`src/rtl/ubsd_pkg.sv`:
```
// shared types and constants for the unicode byte stream decoder
`default_nettype none

package ubsd_pkg;

    // encoding register codes
    localparam logic [2:0] ENC_UTF8     = 3'd0;
    localparam logic [2:0] ENC_UTF16_BE = 3'd1;
    localparam logic [2:0] ENC_UTF16_LE = 3'd2;
    localparam logic [2:0] ENC_UTF32_BE = 3'd3;
    localparam logic [2:0] ENC_UTF32_LE = 3'd4;

    // result status codes
    localparam logic [1:0] ST_CHAR    = 2'd0;
    localparam logic [1:0] ST_INVALID = 2'd1;
    localparam logic [1:0] ST_END     = 2'd2;

    // input mode codes
    localparam logic MODE_DATA = 1'b0;
    localparam logic MODE_END  = 1'b1;

    // utf-8 lead byte thresholds and continuation mask
    localparam logic [7:0] LEAD6     = 8'hfc;
    localparam logic [7:0] LEAD5     = 8'hf8;
    localparam logic [7:0] LEAD4     = 8'hf0;
    localparam logic [7:0] LEAD3     = 8'he0;
    localparam logic [7:0] LEAD2     = 8'hc0;
    localparam logic [7:0] CONT_MASK = 8'h3f;

    // unit lengths in bytes
    localparam logic [2:0] UNIT16_BYTES = 3'd2;
    localparam logic [2:0] UNIT32_BYTES = 3'd4;

    typedef struct packed {
        logic [2:0]  pend;
        logic [31:0] acc;
    } t_dec_state;

    typedef struct packed {
        logic        emit;
        logic [31:0] code_point;
        logic [1:0]  status;
    } t_dec_result;

endpackage

`default_nettype wire

```
`src/rtl/ubsd_step.sv`:
```
// single decode step: next decoder state and optional result for one item
`default_nettype none

module ubsd_step
    import ubsd_pkg::*;
(
    input  wire logic [2:0]  i_enc,
    input  wire logic        i_mode,
    input  wire logic [7:0]  i_byte,
    input  wire t_dec_state  i_state,
    output t_dec_state       o_state,
    output t_dec_result      o_res
);

    logic [1:0]  idx;
    logic [2:0]  idx_inc;
    logic [2:0]  unit_len;
    logic [31:0] acc_be;
    logic [31:0] acc_le;
    logic [31:0] acc_u8;
    logic [2:0]  pend_dec;

    assign idx      = i_state.pend[1:0];
    assign idx_inc  = {1'b0, idx} + 3'd1;
    assign acc_be   = {i_state.acc[23:0], i_byte};
    assign acc_u8   = {i_state.acc[25:0], i_byte[5:0] & CONT_MASK[5:0]};
    assign pend_dec = i_state.pend - 3'd1;
    assign unit_len = (i_enc == ENC_UTF16_BE || i_enc == ENC_UTF16_LE) ?
                      UNIT16_BYTES : UNIT32_BYTES;

    always_comb begin
        case (idx)
            2'd0:    acc_le = i_state.acc | {24'd0, i_byte};
            2'd1:    acc_le = i_state.acc | {16'd0, i_byte, 8'd0};
            2'd2:    acc_le = i_state.acc | {8'd0, i_byte, 16'd0};
            default: acc_le = i_state.acc | {i_byte, 24'd0};
        endcase
    end

    always_comb begin
        o_state          = i_state;
        o_res.emit       = 1'b0;
        o_res.code_point = '0;
        o_res.status     = ST_CHAR;
        if (i_mode == MODE_END) begin
            o_res.emit   = 1'b1;
            o_res.status = (i_enc == ENC_UTF8 && i_state.pend != 3'd0) ?
                           ST_INVALID : ST_END;
            o_state      = '0;
        end else begin
            case (i_enc)
                ENC_UTF8: begin
                    if (i_state.pend != 3'd0) begin
                        o_state.pend = pend_dec;
                        o_state.acc  = acc_u8;
                        if (pend_dec == 3'd0) begin
                            o_res.emit       = 1'b1;
                            o_res.code_point = acc_u8;
                            o_state.acc      = '0;
                        end
                    end else begin
                        case (i_byte) inside
                            [LEAD6:8'hff]: begin
                                o_state.acc  = {31'd0, i_byte[0]};
                                o_state.pend = 3'd5;
                            end
                            [LEAD5:8'hfb]: begin
                                o_state.acc  = {30'd0, i_byte[1:0]};
                                o_state.pend = 3'd4;
                            end
                            [LEAD4:8'hf7]: begin
                                o_state.acc  = {29'd0, i_byte[2:0]};
                                o_state.pend = 3'd3;
                            end
                            [LEAD3:8'hef]: begin
                                o_state.acc  = {28'd0, i_byte[3:0]};
                                o_state.pend = 3'd2;
                            end
                            [LEAD2:8'hdf]: begin
                                o_state.acc  = {27'd0, i_byte[4:0]};
                                o_state.pend = 3'd1;
                            end
                            default: begin
                                o_res.emit       = 1'b1;
                                o_res.code_point = {24'd0, i_byte};
                            end
                        endcase
                    end
                end
                ENC_UTF16_BE, ENC_UTF16_LE, ENC_UTF32_BE, ENC_UTF32_LE: begin
                    if (idx_inc >= unit_len) begin
                        o_res.emit       = 1'b1;
                        o_res.code_point = (i_enc == ENC_UTF16_BE ||
                                            i_enc == ENC_UTF32_BE) ? acc_be : acc_le;
                        o_state          = '0;
                    end else begin
                        o_state.pend = idx_inc;
                        o_state.acc  = (i_enc == ENC_UTF16_BE ||
                                        i_enc == ENC_UTF32_BE) ? acc_be : acc_le;
                    end
                end
                default: begin
                    // unused encoding: flag the byte, keep state
                    o_res.emit   = 1'b1;
                    o_res.status = ST_INVALID;
                end
            endcase
        end
    end

endmodule

`default_nettype wire

```
`src/rtl/unicode_byte_stream_decoder.sv`:
```
// top level of the unicode byte stream decoder: input register, decode step, result register
`default_nettype none

// Decodes a byte stream into code points, one byte (or end marker) per transfer.
// Encodings: utf-8 in its original up-to-six-byte form, utf-16 big/little endian
// as raw 16-bit units, utf-32 big/little endian. One byte is taken every cycle
// for as long as the output side keeps up; the output stall reaches the input
// stall in the same cycle, so only a held result slows the input. A result
// passes through the input register, then one decode step into the result
// register; a held result can delay that step. Bytes that only extend a sequence
// give no result. The end marker always gives one result: end, or invalid for
// an unfinished utf-8 sequence. The encoding register is written only with no
// input byte held; a write discards any partial sequence.

module unicode_byte_stream_decoder
    import ubsd_pkg::*;
(
    input  wire logic        i_clk,
    input  wire logic        i_rst_n,
    // byte input channel
    input  wire logic        i_in_valid,
    output logic             o_in_stall,
    input  wire logic        i_mode,
    input  wire logic [7:0]  i_in_byte,
    // result channel
    output logic             o_out_valid,
    input  wire logic        i_out_stall,
    output logic [31:0]      o_code_point,
    output logic [1:0]       o_status,
    // configuration write channel
    input  wire logic        i_cfg_valid,
    output logic             o_cfg_ready,
    input  wire logic [2:0]  i_encoding
);

    // control registers
    logic        r_a_vld;
    logic        r_b_vld;
    logic [2:0]  r_enc;
    t_dec_state  r_state;

    // payload registers
    logic        r_mode;
    logic [7:0]  r_byte;
    logic [31:0] r_code_point;
    logic [1:0]  r_status;

    t_dec_state  n_state;
    t_dec_result res;

    logic fire;
    logic a_load;
    logic cfg_acc;

    // the held byte is decoded when the result register is free or being emptied
    assign fire        = r_a_vld && (!r_b_vld || !i_out_stall);
    assign o_in_stall  = r_a_vld && !fire;
    assign a_load      = i_in_valid && !o_in_stall;
    // encoding changes only with nothing held in the input register
    assign o_cfg_ready = !r_a_vld;
    assign cfg_acc     = i_cfg_valid && o_cfg_ready;

    ubsd_step u_step (
        .i_enc   (r_enc),
        .i_mode  (r_mode),
        .i_byte  (r_byte),
        .i_state (r_state),
        .o_state (n_state),
        .o_res   (res)
    );

    always_ff @(posedge i_clk) begin
        if (!i_rst_n) begin
            r_a_vld <= 1'b0;
            r_b_vld <= 1'b0;
            r_enc   <= ENC_UTF8;
            r_state <= '0;
        end else begin
            // input register occupancy
            if (a_load) begin
                r_a_vld <= 1'b1;
            end else if (fire) begin
                r_a_vld <= 1'b0;
            end
            // result register occupancy, only steps with a result fill it
            if (fire && res.emit) begin
                r_b_vld <= 1'b1;
            end else if (!i_out_stall) begin
                r_b_vld <= 1'b0;
            end
            // decoder state, a config write discards any partial sequence
            if (cfg_acc) begin
                r_enc   <= i_encoding;
                r_state <= '0;
            end else if (fire) begin
                r_state <= n_state;
            end
        end
    end

    always_ff @(posedge i_clk) begin
        if (a_load) begin
            r_mode <= i_mode;
            r_byte <= i_in_byte;
        end
        if (fire && res.emit) begin
            r_code_point <= res.code_point;
            r_status     <= res.status;
        end
    end

    assign o_out_valid  = r_b_vld;
    assign o_code_point = r_code_point;
    assign o_status     = r_status;

`ifndef ASSERT_OFF
    a_pend_range: assert property (@(posedge i_clk) disable iff (!i_rst_n)
        r_state.pend <= 3'd5)
        else $error("pending count out of range");

    a_unit_pend: assert property (@(posedge i_clk) disable iff (!i_rst_n)
        (r_enc != ENC_UTF8) |-> (r_state.pend <= 3'd3))
        else $error("unit byte index out of range");

    a_cfg_clear: assert property (@(posedge i_clk) disable iff (!i_rst_n)
        cfg_acc |=> (r_state.pend == 3'd0 && r_state.acc == 32'd0))
        else $error("config write did not clear decoder state");

    a_zero_cp: assert property (@(posedge i_clk) disable iff (!i_rst_n)
        (o_out_valid && o_status != ST_CHAR) |-> (o_code_point == 32'd0))
        else $error("non-character result carries a code point");
`endif

endmodule

`default_nettype wire

```
`config.mk`:
```
export PLATFORM = sky130hd
export DESIGN_NAME = unicode_byte_stream_decoder
export DESIGN_NICKNAME = d
export VERILOG_FILES = /design/src/rtl/ubsd_pkg.sv /design/src/rtl/ubsd_step.sv /design/src/rtl/unicode_byte_stream_decoder.sv
export SDC_FILE = /design/constraint.sdc
export NUM_CORES = 1
export LEC_CHECK = 0
export BUFFER_PORTS_ARGS = -buffer_cell sky130_fd_sc_hd__buf_2
export CAP_MARGIN = 5
export CORE_MARGIN = 3
export CORE_UTILIZATION = 36
export DETAILED_ROUTE_END_ITERATION = 10
export GPL_TIMING_DRIVEN = 0
export PLACE_DENSITY = 0.54
export SLEW_MARGIN = 0
export SYNTH_ARGS = -nofsm -noshare
export SYNTH_HDL_FRONTEND = slang
export SYNTH_HIERARCHICAL = 1
export SYNTH_SLANG_ARGS = --single-unit
```
`constraint.sdc`:
```
create_clock -name i_clk -period 3.2 [get_ports i_clk]
set_input_delay 0.16 -clock i_clk [delete_from_list [all_inputs] [get_ports i_clk]]
set_output_delay 0.16 -clock i_clk [all_outputs]
set_load 0.01 [all_outputs]
```
==> results.yml <==
global_routing:
  grt_pass1_vias: 4371
  grt_overflow: 0
  grt_usage: 0.2217
  grt_pass1_wl_um: 25560
  antenna_found_initial: 0
  grt_start_max_net_pins: 18
finish:
  seqCellArea_um2: 2092
  syn2layout_area_growth_pct: 18.19
  fin_util: 0.4360
  layout-drive-gt1-share: 0.1828
  nets: 647
  multiInputGateArea_um2: 2546
  nFillCells: 1330
  insertedDiodeCount: 0
worst_hold_path:
  hp-class: "input port to register"
  worstHoldStart: "i_in_valid"
  hold_path_end: "r_a_vld"
  hold_path_depth: 2
floorplan:
  ios: 54
  core_um2: 13300
  die_w_um: 122.7
  die_h_um: 122.7
  initial_core_util: 0.3689
  die_area_um2: 15060
  rows: 42
synth:
  synthesis.area_um2: 4905
  synth.top_cell.area_share: 0.2633
  yosysSeqAreaShare: 0.4265
  synth-async-reset-ratio: 0
  synth.area.top_cells: "edfxtp_1 (26%), dfxtp_1 (16%), nand2_1 (7.5%), a21oi_1 (7.0%), a22oi_1 (5.1%)"
  synth.largest_area_cell: "edfxtp_1"
  ys_types: 61
  synth_area_per_cell_um2: 8.918
  synth_cells: 550
  yosysWarnings: 6
  ys_seq_elements: 83
  synth_nets: 573
  synth_flop_cell: "edfxtp_1"
  synth-edff-count: 43
clock_tree:
  clkLatencyLatePin_ns: 0.35
  cts_tree: "built"
  cts_buffers: 9
  cts_sinks: 83
  cts-root-buf: "clkbuf_16"
  htreeDepth: 3
  path_clk_slew_ns: 0.06
  clockBufferDepth: 2
routing:
  detail_route.first_pass.iterations: 6
  vias: 4732
  ant_nets: 0
  wl_per_cell_um: 19.94
  drc: 0
  dr_wl_met3_um: 1426
  viasPerCell: 5.878
  highest_layer: "met4"
  dr_wl_met2_um: 6947
  drtIter0Drc: 592
  wl_met1_um: 7415
  wl_um: 16050
placement:
  numPortBuffers: 53
  globalplace.congestion: 0.8971
  hpwlAfterDp_um: 11180
sta:
  rsz0062_at_grt: "no"
  hold_viol: 0
  setup_violations: 0
  period_needed_ns: 2.951
  holdWs_ns: 0.03499
  period_share: 0.9223
  worst_pin_slew_ns: 0.8862
  final_max_slew_viol_count: 0
  fin_skew_ns: 0.009256
  slew-limit-headroom: 0.4030
  clock.fmax_mhz: 338.8
pwr:
  p_per_area_nw_per_um2: 443.8
  ir_worst_vdd_uv: 246.9
  p_leak_nw: 2.022
setup_path:
  crit_required_ns: 3.22
  rr_endpoint: "o_code_point[6]"
  critPathTopFamily: "simple AND/OR/NAND/NOR gates"
  slowest_stage: "dfxtp_1"
  cp_max_fo: 17
  r2r_start: "r_enc[0]"
  setup.worst_path.end_class: "register"
  critPathArrivalTime_ns: 2.98
  crit_type: "register to register"
  critPathBufInv: 1
  cp_cell_sequence: "clkbuf_2, xor2_1, nand2b_1, fa_1, nor3_4, or3_1, and2_4"
  reg2reg_setup_slack_ns: 0.25
  rr_worst_depth: 7
  slowest_delay_ns: 0.51
  start_kind: "register"
flow_run:
  maxCapViolCount: 0
status:
  status: "completed"
[stage by stage]
step	cell area [µm²]	setup slack [ns]	power, mW	std cells	TNS (ns)
2_1_floorplan	4905	0.1295	1.404	550	0
3_3_place_gp	5390	-0.7538	1.522	779	-25.59
3_5_place_dp	5391	-0.2487	1.525	779	-8.315
4_1_cts	5791	0.004815	2.586	805	0
5_1_grt	5797	0.01413	2.672	805	0
6_report	5797	0.2486	2.573	805	0
[Yosys cell counts (all sizes together) (2+ instances only)]
cell type,instances
a21boi,4
and3,10
a31oi,2
o22ai,4
o221a,2
nor4,4
o2bb2ai,15
nor2b,9
and2,5
a21o,2
or3,2
nor3,4
a22oi,33
ha,5
nand3b,9
nand2b,4
clkbuf,14
nand2,100
a32oi,3
nor2,17
a21oi,69
a22o,4
o211ai,3
inv,8
o31ai,8
nand3,7
mux2i,4
a222oi,9
a21bo,2
o21ai,39
nand4,2
dfxtp,40
o21a,11
a221oi,4
buf,31
a2bb2oi,7
edfxtp,43
[routing by layer]
metal | vias up | GRT usage
met3 | 20 | 0.03410
met2 | 259 | 0.3290
met4 | 0 | 0.06648
li1 | 2219 | -
met1 | 2234 | 0.3311
met5 | - | 0
[worst max-delay path by stage]
| stage | cells past startpoint | slack [ns] | endpoint | from |
|---|---|---|---|---|
| floorplan | 7 | 0.13 | o_code_point[0] | r_enc[0] |
| global placement | 8 | -0.75 | o_code_point[17] | r_state[32] |
| detailed placement | 7 | -0.25 | o_status[0] | r_enc[0] |
| CTS | 7 | 0.005 | o_code_point[14] | r_enc[0] |
| global route | 9 | 0.01 | r_state[25] | r_enc[2] |
| finish | 7 | 0.25 | o_code_point[6] | r_enc[0] |
[registers in the layout (all words and copies together) (netlist names)]
signal,count
r_byte,8
o_out_valid,1
r_a_vld,1
o_code_point,32
o_status,2
r_mode,1
r_state,35
r_enc,3
[cells in the final DEF (no fill, tap or decap), drive strengths merged, types with 5 or more instances in the layout]
cell type / instances
a21oi: 69
a222oi: 9
a22oi: 33
a2bb2oi: 7
and2: 6
and3: 10
buf: 84
clkbuf: 23
dfxtp: 40
dlygate4sd3: 9
edfxtp: 43
ha: 5
inv: 10
nand2: 100
nand3: 7
nand3b: 9
nor2: 17
nor2b: 9
o21a: 11
o21ai: 39
o2bb2ai: 15
o31ai: 8
[final cells by class]
type	instances	area share
Timing Repair Buffer	62	0.06130
Tap cell	176	0.03799
Clock buffer	9	0.03885
Buffer	45	0.04360
Clock inverter	7	0.01295
Multi-Input combinational cell	415	0.4392
Inverter	8	0.005180
Sequential cell	83	0.3609
[cells by family (layout without fill, tap and decap cells)]
family | Yosys count | count (layout) | synth area share
compound gates | 225 | 225 | 0.3069
fa+ha+maj | 6 | 6 | 0.01684
buf+inv | 53 | 131 | 0.05740
xor+xnor | 2 | 2 | 0.003572
flops | 83 | 83 | 0.4265
simple gates | 177 | 178 | 0.1806
mux | 4 | 4 | 0.008164
[timing repair]
action                                 in CTS  in global routing
gates cloned                                1                  0
gates resized for setup                     1                  4
buffers inserted                            0                  0
endpoints found under the hold margin       9                  0
pin swaps                                   1                  0
hold buffers                                9                  0
setup endpoints to repair                  34                 45
[report_power, final]
part           internal, mW  switching (mW)  leakage (nW)
logic                 0.114           0.229          1.15
registers              1.15          0.0227         0.728
clock network         0.609           0.445         0.146
No activity file was read; power rests on OpenSTA's default activity.
